**src/rtl/core/pts_pkg.sv**
```systemverilog
package pts_pkg;

  localparam int TASK_SLOTS    = 16;
  localparam int PRIORITY_BITS = 8;
  localparam int TIME_BITS     = 32;

  localparam int SLOT_W = (TASK_SLOTS > 1) ? $clog2(TASK_SLOTS) : 1;
  localparam int CNT_W  = $clog2(TASK_SLOTS + 1);
  localparam int PRIO_W = PRIORITY_BITS;
  localparam int CMP_W  = (PRIORITY_BITS > 8) ? PRIORITY_BITS : 8;
  localparam int TIME_W = TIME_BITS;

  typedef enum logic [1:0] {
    REQ_ADD    = 2'd0,
    REQ_REMOVE = 2'd1,
    REQ_UPDATE = 2'd2,
    REQ_TICK   = 2'd3
  } pts_req_type_t;

  typedef enum logic [1:0] {
    STAT_OK     = 2'd0,
    STAT_FULL   = 2'd1,
    STAT_NONE   = 2'd2,
    STAT_UNUSED = 2'd3
  } pts_status_t;

  typedef enum logic [1:0] {
    S_IDLE,
    S_SCAN,
    S_GRANT,
    S_LOAD
  } pts_state_t;

  typedef struct packed {
    pts_req_type_t req_type;
    logic [3:0]    slot_id;
    logic [7:0]    base_priority;
    logic [7:0]    new_priority;
    logic [31:0]   due_time;
    logic [31:0]   now_time;
  } pts_req_t;

  typedef struct packed {
    pts_status_t status;
    logic [3:0]  slot_out;
    logic        granted;
  } pts_result_t;

endpackage

```
**src/rtl/core/priority_task_scheduler_aging_top.sv**
```systemverilog
// Priority task scheduler with aging.
// Request channel: a transaction is taken when start is high and busy is low.
// req_type selects add, remove, update or tick.
// Result channel: result_valid is high for exactly one cycle with the result;
// the receiver cannot stall it, so it must take every result as it comes.
// Add, remove and update finish in the accepting cycle; the result strobes
// on the next cycle and a new request may be taken in that same cycle.
// A tick scans the slot table through one shared compare and aging unit, one
// slot per cycle over a single-read priority/time memory port, then reads
// the winner's default priority and writes it back: busy stays high through
// S_SCAN, S_GRANT and S_LOAD when a task is granted and skips S_LOAD when
// no task is ready. The result strobes in the first cycle after busy falls,
// and a new request may be taken in that same cycle.
// Configuration: cfg_valid/cfg_ready/cfg_data write the sleep level;
// cfg_ready is always high. Write it only while the block is idle.
// Reset (rst, synchronous) frees every slot, clears the sleep level and
// returns to idle; task storage is not cleared and is written by add.
module priority_task_scheduler_aging_top (
  input  logic                clk,
  input  logic                rst,
  input  logic                start,
  output logic                busy,
  input  pts_pkg::pts_req_t   req,
  output logic                result_valid,
  output pts_pkg::pts_result_t result,
  input  logic                cfg_valid,
  output logic                cfg_ready,
  input  logic [7:0]          cfg_data
);
  import pts_pkg::*;

  localparam logic [PRIO_W-1:0] PRIO_MAX = {PRIO_W{1'b1}};

  logic [PRIO_W-1:0] prio_mem [TASK_SLOTS];
  logic [PRIO_W-1:0] base_mem [TASK_SLOTS];
  logic [TIME_W-1:0] due_mem  [TASK_SLOTS];

  pts_state_t        state, state_next;
  logic [CNT_W-1:0]  cnt, cnt_next;
  logic              have, have_next;
  logic [SLOT_W-1:0] best, best_next;
  logic [PRIO_W-1:0] best_prio, best_prio_next;
  logic              pend_valid, pend_valid_next;
  logic [SLOT_W-1:0] pend_idx, pend_idx_next;
  logic              pend_used, pend_used_next;
  logic [TIME_W-1:0] now_t, now_t_next;
  logic [TASK_SLOTS-1:0] used, used_next;
  logic [7:0]        sleep_prio;
  logic              res_valid, res_valid_next;
  pts_result_t       res, res_next;

  logic              pw_en;
  logic [SLOT_W-1:0] pw_addr;
  logic [PRIO_W-1:0] pw_data;
  logic              bw_en;
  logic              dw_en;
  logic [SLOT_W-1:0] dw_addr;
  logic [SLOT_W-1:0] rd_addr;
  logic [SLOT_W-1:0] base_rd_addr;
  logic [PRIO_W-1:0] prio_q;
  logic [PRIO_W-1:0] base_q;
  logic [TIME_W-1:0] due_q;

  logic              free_found;
  logic [SLOT_W-1:0] free_idx;
  logic              sid_ok;
  logic [SLOT_W-1:0] sid_idx;
  logic              elig;
  logic [PRIO_W-1:0] aged;

  assign busy         = (state != S_IDLE);
  assign cfg_ready    = 1'b1;
  assign result_valid = res_valid;
  assign result       = res;

  always_comb begin
    free_found = 1'b0;
    free_idx   = '0;
    for (int i = TASK_SLOTS - 1; i >= 0; i--) begin
      if (!used[i]) begin
        free_found = 1'b1;
        free_idx   = SLOT_W'(i);
      end
    end
  end

  assign sid_idx = SLOT_W'(req.slot_id);
  assign sid_ok  = (int'(req.slot_id) < TASK_SLOTS) && used[sid_idx];
  assign elig    = pend_valid && pend_used
                   && (CMP_W'(prio_q) != CMP_W'(sleep_prio)) && (due_q < now_t);
  assign aged    = (best_prio < PRIO_MAX) ? best_prio + 1'b1 : best_prio;

  always_comb begin
    state_next      = state;
    cnt_next        = cnt;
    have_next       = have;
    best_next       = best;
    best_prio_next  = best_prio;
    pend_valid_next = 1'b0;
    pend_idx_next   = pend_idx;
    pend_used_next  = pend_used;
    now_t_next      = now_t;
    used_next       = used;
    res_valid_next  = 1'b0;
    res_next        = res;
    pw_en           = 1'b0;
    pw_addr         = best;
    pw_data         = aged;
    bw_en           = 1'b0;
    dw_en           = 1'b0;
    dw_addr         = free_idx;
    rd_addr         = '0;
    base_rd_addr    = best;
    case (state)
      S_IDLE: begin
        if (start) begin
          res_next.status   = STAT_OK;
          res_next.slot_out = '0;
          res_next.granted  = 1'b0;
          case (req.req_type)
            REQ_ADD: begin
              res_valid_next = 1'b1;
              if (free_found) begin
                used_next[free_idx] = 1'b1;
                pw_en             = 1'b1;
                pw_addr           = free_idx;
                pw_data           = PRIO_W'(req.base_priority);
                bw_en             = 1'b1;
                dw_en             = 1'b1;
                dw_addr           = free_idx;
                res_next.slot_out = 4'(free_idx);
              end else begin
                res_next.status = STAT_FULL;
              end
            end
            REQ_REMOVE: begin
              res_valid_next = 1'b1;
              if (sid_ok) begin
                used_next[sid_idx] = 1'b0;
              end else begin
                res_next.status = STAT_UNUSED;
              end
            end
            REQ_UPDATE: begin
              res_valid_next = 1'b1;
              if (sid_ok) begin
                pw_en   = 1'b1;
                pw_addr = sid_idx;
                pw_data = PRIO_W'(req.new_priority);
                dw_en   = 1'b1;
                dw_addr = sid_idx;
              end else begin
                res_next.status = STAT_UNUSED;
              end
            end
            default: begin
              state_next = S_SCAN;
              cnt_next   = '0;
              have_next  = 1'b0;
              now_t_next = TIME_W'(req.now_time);
            end
          endcase
        end
      end
      S_SCAN: begin
        if (cnt < CNT_W'(TASK_SLOTS)) begin
          rd_addr         = SLOT_W'(cnt);
          pend_valid_next = 1'b1;
          pend_idx_next   = SLOT_W'(cnt);
          pend_used_next  = used[SLOT_W'(cnt)];
          cnt_next        = cnt + 1'b1;
        end else begin
          state_next = S_GRANT;
        end
        if (elig) begin
          if (!have) begin
            have_next      = 1'b1;
            best_next      = pend_idx;
            best_prio_next = prio_q;
          end else if (prio_q > best_prio) begin
            pw_en          = 1'b1;
            best_next      = pend_idx;
            best_prio_next = prio_q;
          end
        end
      end
      S_GRANT: begin
        if (have) begin
          state_next = S_LOAD;
        end else begin
          state_next        = S_IDLE;
          res_valid_next    = 1'b1;
          res_next.status   = STAT_NONE;
          res_next.slot_out = '0;
          res_next.granted  = 1'b0;
        end
      end
      S_LOAD: begin
        pw_en             = 1'b1;
        pw_data           = base_q;
        state_next        = S_IDLE;
        res_valid_next    = 1'b1;
        res_next.status   = STAT_OK;
        res_next.slot_out = 4'(best);
        res_next.granted  = 1'b1;
      end
      default: begin
        state_next = S_IDLE;
      end
    endcase
  end

  always_ff @(posedge clk) begin
    if (rst) begin
      state      <= S_IDLE;
      used       <= '0;
      sleep_prio <= '0;
      res_valid  <= 1'b0;
      pend_valid <= 1'b0;
      have       <= 1'b0;
      cnt        <= '0;
    end else begin
      state      <= state_next;
      used       <= used_next;
      res_valid  <= res_valid_next;
      pend_valid <= pend_valid_next;
      have       <= have_next;
      cnt        <= cnt_next;
      if (cfg_valid && cfg_ready) begin
        sleep_prio <= cfg_data;
      end
    end
  end

  always_ff @(posedge clk) begin
    best      <= best_next;
    best_prio <= best_prio_next;
    pend_idx  <= pend_idx_next;
    pend_used <= pend_used_next;
    now_t     <= now_t_next;
    res       <= res_next;
  end

  always_ff @(posedge clk) begin
    if (pw_en) begin
      prio_mem[pw_addr] <= pw_data;
    end
    if (bw_en) begin
      base_mem[free_idx] <= PRIO_W'(req.base_priority);
    end
    if (dw_en) begin
      due_mem[dw_addr] <= TIME_W'(req.due_time);
    end
    prio_q <= prio_mem[rd_addr];
    due_q  <= due_mem[rd_addr];
    base_q <= base_mem[base_rd_addr];
  end

`ifndef SYNTHESIS
  a_grant_ok: assert property (@(posedge clk) disable iff (rst)
    result_valid && result.granted |-> result.status == STAT_OK)
    else $error("grant with bad status");

  a_accept_progress: assert property (@(posedge clk) disable iff (rst)
    start && !busy |=> busy || result_valid)
    else $error("accepted transaction made no progress");

  a_scan_bound: assert property (@(posedge clk) disable iff (rst)
    state == S_SCAN |-> cnt <= CNT_W'(TASK_SLOTS))
    else $error("scan counter out of range");

  a_best_used: assert property (@(posedge clk) disable iff (rst)
    state == S_GRANT && have |-> used[best])
    else $error("winner slot is free");

  a_load_after_grant: assert property (@(posedge clk) disable iff (rst)
    state == S_LOAD |-> $past(state) == S_GRANT)
    else $error("load without grant");
`endif

endmodule

```
**config.mk**
```make
export PLATFORM = sky130hd
export DESIGN_NAME = priority_task_scheduler_aging_top
export DESIGN_NICKNAME = d
export VERILOG_FILES = /design/src/rtl/core/pts_pkg.sv /design/src/rtl/core/priority_task_scheduler_aging_top.sv
export SDC_FILE = /design/constraint.sdc
export NUM_CORES = 1
export LEC_CHECK = 0
export BUFFER_PORTS_ARGS = -buffer_cell sky130_fd_sc_hd__buf_2
export CAP_MARGIN = 20
export CELL_PAD_IN_SITES_DETAIL_PLACEMENT = 1
export CELL_PAD_IN_SITES_GLOBAL_PLACEMENT = 2
export CORE_MARGIN = 1
export CORE_UTILIZATION = 50
export CTS_BUF_LIST = sky130_fd_sc_hd__clkbuf_16
export CTS_CLUSTER_DIAMETER = 40
export DETAILED_ROUTE_END_ITERATION = 8
export PLACE_DENSITY = 0.82
export SETUP_SLACK_MARGIN = 0.15
export SYNTH_ARGS = -nofsm -noshare
export SYNTH_HDL_FRONTEND = slang
export SYNTH_SLANG_ARGS = --single-unit
```
**constraint.sdc**
```tcl
create_clock -name clk -period 8.4 [get_ports clk]
set_input_delay 0.84 -clock clk [delete_from_list [all_inputs] [get_ports clk]]
set_output_delay 0.84 -clock clk [all_outputs]
set_load 0.05 [all_outputs]
```
==> results of run 1 <==
-- cells in the final DEF, fill, tap and decap left out, types with 19 or more instances in the layout --
| cell type | Yosys | layout |
|---|---|---|
| inv_1 | 62 | 80 |
| buf_2 | 8 | 111 |
| nand2_1 | 97 | 94 |
| o22ai_1 | 47 | 46 |
| clkbuf_16 | 0 | 133 |
| a221oi_1 | 40 | 40 |
| o21ai_0 | 149 | 149 |
| a21oi_1 | 158 | 158 |
| clkinv_2 | 0 | 19 |
| nor2_1 | 116 | 98 |
| buf_4 | 3 | 30 |
| nor3_1 | 22 | 22 |
| mux4_2 | 46 | 46 |
| a221o_1 | 42 | 42 |
| edfxtp_1 | 824 | 824 |
| mux2i_1 | 131 | 131 |
| mux2_2 | 162 | 162 |
| dfxtp_1 | 82 | 79 |
| ha_1 | 49 | 49 |
-- worst max-delay path, stage by stage (launching register included) --
cell      delay (ps)
edfxtp_1         320
inv_1             40
ha_1             310
nand4_1          200
nor4_1           920
nand3_1          220
a31oi_1          530
nor3_1           280
a31oi_2          830
nor3_1           320
buf_2            260
-- cell families (layout without fill, tap and decap cells) --
| logic type | after synthesis | after routing | synth area share |
|---|---|---|---|
| DFF | 906 | 906 | 0.719 |
| AOI/OAI and AO/OA | 510 | 510 | 0.0872 |
| muxes | 340 | 340 | 0.114 |
| and+or+nand+nor | 314 | 314 | 0.0389 |
| buffers and inverters | 195 | 462 | 0.0207 |
| adders and majority gates | 49 | 49 | 0.0167 |
| xor gates and xnor gates | 14 | 14 | 0.00334 |
| other | 1 | 1 | 0.000102 |
-- metal layers --
| metal | track usage | up-vias | routed length (um) |
|---|---|---|---|
| met4 | 0.0885 | 2 | 2410 |
| li1 | - | 9502 | - |
| met1 | 0.362 | 11300 | 41900 |
| met5 | 0 | - | 13 |
| met2 | 0.437 | 646 | 48400 |
| met3 | 0.0422 | 162 | 5440 |
-- report_power, final --
part,internal [uW],total [uW],switching (uW)
logic,326,1050,722
clock network,3460,5520,2050
registers,5120,5190,75.8
total,8910,11800,2850
-- how the worst max path moves through the flow --
stage,slack (ps),cells past startpoint,start,end
3_3_place_gp,3760,8,req[80],due_mem[14][1]$_DFFE_PP_
6_report,3900,10,now_t[31]$_DFFE_PP_,prio_mem[2][0]$_DFFE_PP_
2_1_floorplan,3980,8,req[80],due_mem[0][0]$_DFFE_PP_
5_1_grt,3660,10,now_t[31]$_DFFE_PP_,prio_mem[2][0]$_DFFE_PP_
3_5_place_dp,3710,8,req[80],due_mem[12][7]$_DFFE_PP_
4_1_cts,3810,10,now_t[31]$_DFFE_PP_,prio_mem[2][0]$_DFFE_PP_
-- metrics by stage --
stage	hold WS [ps]	total power (uW)	area, um^2	cells	setup slack (ps)
floorplan	400	5880	36700	2329	3980
global placement	404	6260	38300	3283	3760
detailed placement	426	6310	38500	3291	3710
CTS	249	11800	42900	3533	3810
global route	267	12100	43100	3546	3660
finish	293	11800	43100	3546	3900
-- flip-flops by register name (all words and copies together) (netlist names), 2 cells and up --
| signal | count |
|---|---|
| due_mem | 512 |
| base_mem | 128 |
| prio_mem | 128 |
| due_q | 32 |
| now_t | 32 |
| used | 16 |
| base_q | 8 |
| best_prio | 8 |
| prio_q | 8 |
| sleep_prio | 8 |
| result | 7 |
| cnt | 5 |
| base_rd_addr | 4 |
| pend_idx | 4 |
| state | 2 |
-- layout make-up --
cell class,instances,area (um^2)
clock buffers,133,3330
inverters,62,233
repair buffers,158,1080
multi-input cells,1228,9730
clock inverters,109,1110
fillers,6481,29000
flip-flops and latches,906,26400
well taps,950,1190
==> results.cfg, run 1 <==
[status]
status = complete, no violations

[routing]
drtIter0Drc = 1909
wire_per_inst_um = 27.7
drc = 0
drt_pass1_iterations = 6
vias_per_cell = 6.10
wirelength_mm = 98.1
postRouteAntennaNets = 0
via_count = 21600

[synth]
synth_area_mm2 = 0.0367
synth_area_leaders = edfxtp_1 67%, mux2_2 5.0%, dfxtp_1 4.5%
synthArstFlopShare = 0
yosysTopAreaCellShare = 0.674
synth_ff_type = edfxtp_1
ys_ff_latch = 906
synth.most_common_cell = edfxtp_1
syn-num-nets = 2476
synth-seq-area-share = 0.719
syn_avg_cell_area_um2 = 15.8
yosys.area.top_type = edfxtp_1
synth-edff-count = 824
synthCells = 2329
ys.warnings.count = 0
synth_top_cells_by_count = 824 x edfxtp_1, 162 x mux2_2, 158 x a21oi_1
ys_types = 68

[worst_setup_path]
rr_startpoint = now_t[31]$_DFFE_PP_
cp_max_fo = 16
cp.arrival_ps = 4950
start_kind = flip-flop
endpoint_kind = flip-flop
worstReg2RegEnd = prio_mem[2][0]$_DFFE_PP_
required_ps = 8860
rrSetupSlack_ps = 3900
crit_type = flip-flop to flip-flop
reg2reg_depth = 10

[floorplan]
core-area_mm2 = 0.0721
rows = 98
start_util = 0.509
die_width_um = 273
die_area_mm2 = 0.0745
num_io_pins = 108
die_h_um = 273

[clock_tree]
h-tree-depth = 4
cts_setup_buffers = 0
root_buffer = clkbuf_16
cts_buffers = 130
clock_sinks = 906
ctsResizeCount = 0
clk_latency_ps = 720
cts_tree = done
ctsHoldBuffers = 0
ctsLongestPathBuffers = 3
clk_pin_slew_worst_paths_ps = 60

[finish]
n_antenna_cell = 0
drive_gt1_frac = 0.238
final_util = 0.597
area_growth_pct = 17.3
nets = 2633

[global_routing]
grt-ovfl-total = 0
grt_max_degree = 133
antenna_found_initial = 4
track_usage = 0.266
grt_pass1_vias = 23200
grt_pass1_wl_mm = 147

[pwr]
power.leakage_uw = 0.0151
peakVddDrop_v = 0.000201
powerDensity_mw_per_mm2 = 273

[placement]
routabilityCongestion = 0.898
numPortBuffers = 106
place.detailed.hpwl_mm = 58.5

[sta]
hold_violations = 0
timing.fmax_mhz = 222
grt_setup_unrepaired = false
post-route-min-period_ps = 4500
setup_viol = 0
finClkSkew_ps = 32.7
finalCritPeriodShare = 0.535
timing.slew.headroom = 0.228
tightest_slew_ps = 1150
setup_tns_ps = 0
slew_violations = 0

[job]
cap_violations = 0

[worst_hold_path]
min_to = now_t[16]$_DFFE_PP_
whs_path_depth = 1
min_path_type = primary input to flip-flop
hp-start = req[16]
(Power assumes the default switching activity.)
==> inputs of run 2 (changes only) <==
CORE_UTILIZATION = 42   (was 50)
PLACE_DENSITY = 0.74   (was 0.82)
clock period = 3.9 ns   (was 8.4 ns; I/O delays follow)
==> results.cfg, run 2 (synthesis results as in run 1) <==
[placement]
routabilityCongestion = 0.831
place_ws_ps = -54.4
dp_cells = 3567
place.detailed.hpwl_mm = 59.4
numPortBuffers = 106
placed_cell_area_mm2 = 0.0394

[sta]
grt_setup_unrepaired = false
finClkSkew_ps = 29.6
timing.slew.headroom = 0.311
setup_viol = 0
timing.fmax_mhz = 282
finalWorstSetupSlack_ps = 356
tightest_slew_ps = 1030
slew_violations = 0
hold_violations = 0
finalCritPeriodShare = 0.909
post-route-min-period_ps = 3540

[global_routing]
grt_max_degree = 103
grt-ovfl-total = 0
grt_pass1_vias = 23600
track_usage = 0.225
grt_pass1_wl_mm = 149
antenna_found_initial = 8

[routing]
via_count = 21800
drc = 0
vias_per_cell = 5.65
wire_per_inst_um = 25.8
drtIter0Drc = 1682
postRouteAntennaNets = 0
drt_pass1_iterations = 6
wirelength_mm = 99.4

[pwr]
peakVddDrop_v = 0.000426
powerDensity_mw_per_mm2 = 574
power.leakage_uw = 0.0156
power.total_uw = 25400

[floorplan]
start_util = 0.424
die_width_um = 298
num_io_pins = 108
core-area_mm2 = 0.0866
die_h_um = 298
rows = 108
die_area_mm2 = 0.0886

[finish]
instances_no_fill = 3854
reg_top3 = due_mem: 512 flops, base_mem: 128 flops, prio_mem: 128 flops
mostFrequentLayoutCell = edfxtp_1
largest_reg_flops = 512
drive_gt1_frac = 0.255
nets = 2734
final_util = 0.512
top_register = due_mem
final_area_mm2 = 0.0443
layout_common_cells = 824 x edfxtp_1, 162 x mux2_2, 158 x a21oi_1
area_growth_pct = 20.7

[clock_tree]
cts_buffers = 131
cts_setup_buffers = 0
h-tree-depth = 4
clk_latency_ps = 730
cts_tree = done
clock_sinks = 906
clk_pin_slew_worst_paths_ps = 60
root_buffer = clkbuf_16
ctsLongestPathBuffers = 3

[worst_setup_path]
required_ps = 4240
endpoint_kind = flip-flop
crit_type = flip-flop to flip-flop
cp_max_fo = 8
cp.arrival_ps = 3890
start_kind = flip-flop
reg2reg_depth = 11

[worst_hold_path]
whs_path_depth = 1
min_path_type = primary input to flip-flop

[job]
cap_violations = 0

[status]
status = complete, no violations
## run 2: cell count changes in the layout (fill, tap and decap cells not counted), moves of 5 or more
cell           delta
buf_16            -5
buf_12           +13
clkbuf_4          -5
clkinv_1          -5
inv_16            +5
dlygate4sd3_1    +42
buf_4            +60
clkinv_4          +6
## run 2: worst paths after layout
path | start | to | slack [ps]
hold reg to reg | pend_idx[0]$_DFFE_PP_ | base_rd_addr[0]$_DFFE_PP_ | 420
setup reg to reg | now_t[13]$_DFFE_PP_ | prio_mem[3][1]$_DFFE_PP_ | 360
setup / recovery | now_t[13]$_DFFE_PP_ | prio_mem[3][1]$_DFFE_PP_ | 360
hold / removal | req[58] | due_mem[3][26]$_DFFE_PP_ | 50
## run 2: critical path, stage by stage (launching register included)
cell	delay [ps]
edfxtp_1	320
inv_1	40
ha_1	310
a21oi_1	210
buf_4	140
o211ai_1	100
a21oi_1	140
a31oi_1	210
nor3_1	700
a31oi_2	180
buf_4	200
nor3_2	600
## run 2: area by class of cell
class / count / area (um^2)
inverter: 62 / 233
fill: 8203 / 42300
sequential: 906 / 26400
timing repair buffer: 258 / 2010
clock buffer: 132 / 3300
antenna: 2 / 5.00
multi-input combinational: 1228 / 9760
tap: 1155 / 1450
clock inverter: 111 / 1160
## run 2: what timing repair did
action                     CTS  global route
gates resized for setup      4             1
gates cloned                 0             0
hold buffers                42             0
setup endpoints to repair   45             1
hold endpoints to repair    44             0
## run 2: metrics by stage
step	hold slack, ps	TNS (ps)
after global placement	410	0
after detailed placement	408	-431
after CTS	1.28	0
final	49.1	0
after global routing	32.6	0
after floorplan	400	-19610
## run 2: report_power, final
part           switching [uW]  internal, uW  total, uW
sequential                133         11000      11200
combinational            1640           783       2420
clock                    4610          7260      11900
total                    6380         19100      25400
## run 2: metal layers
metal | wire (um) | share of wire | GRT usage
met1 | 44300 | 0.45 | 0.306
met2 | 47600 | 0.48 | 0.363
met3 | 5090 | 0.051 | 0.0426
met4 | 2300 | 0.023 | 0.0755
met5 | 50 | 0.00050 | 0
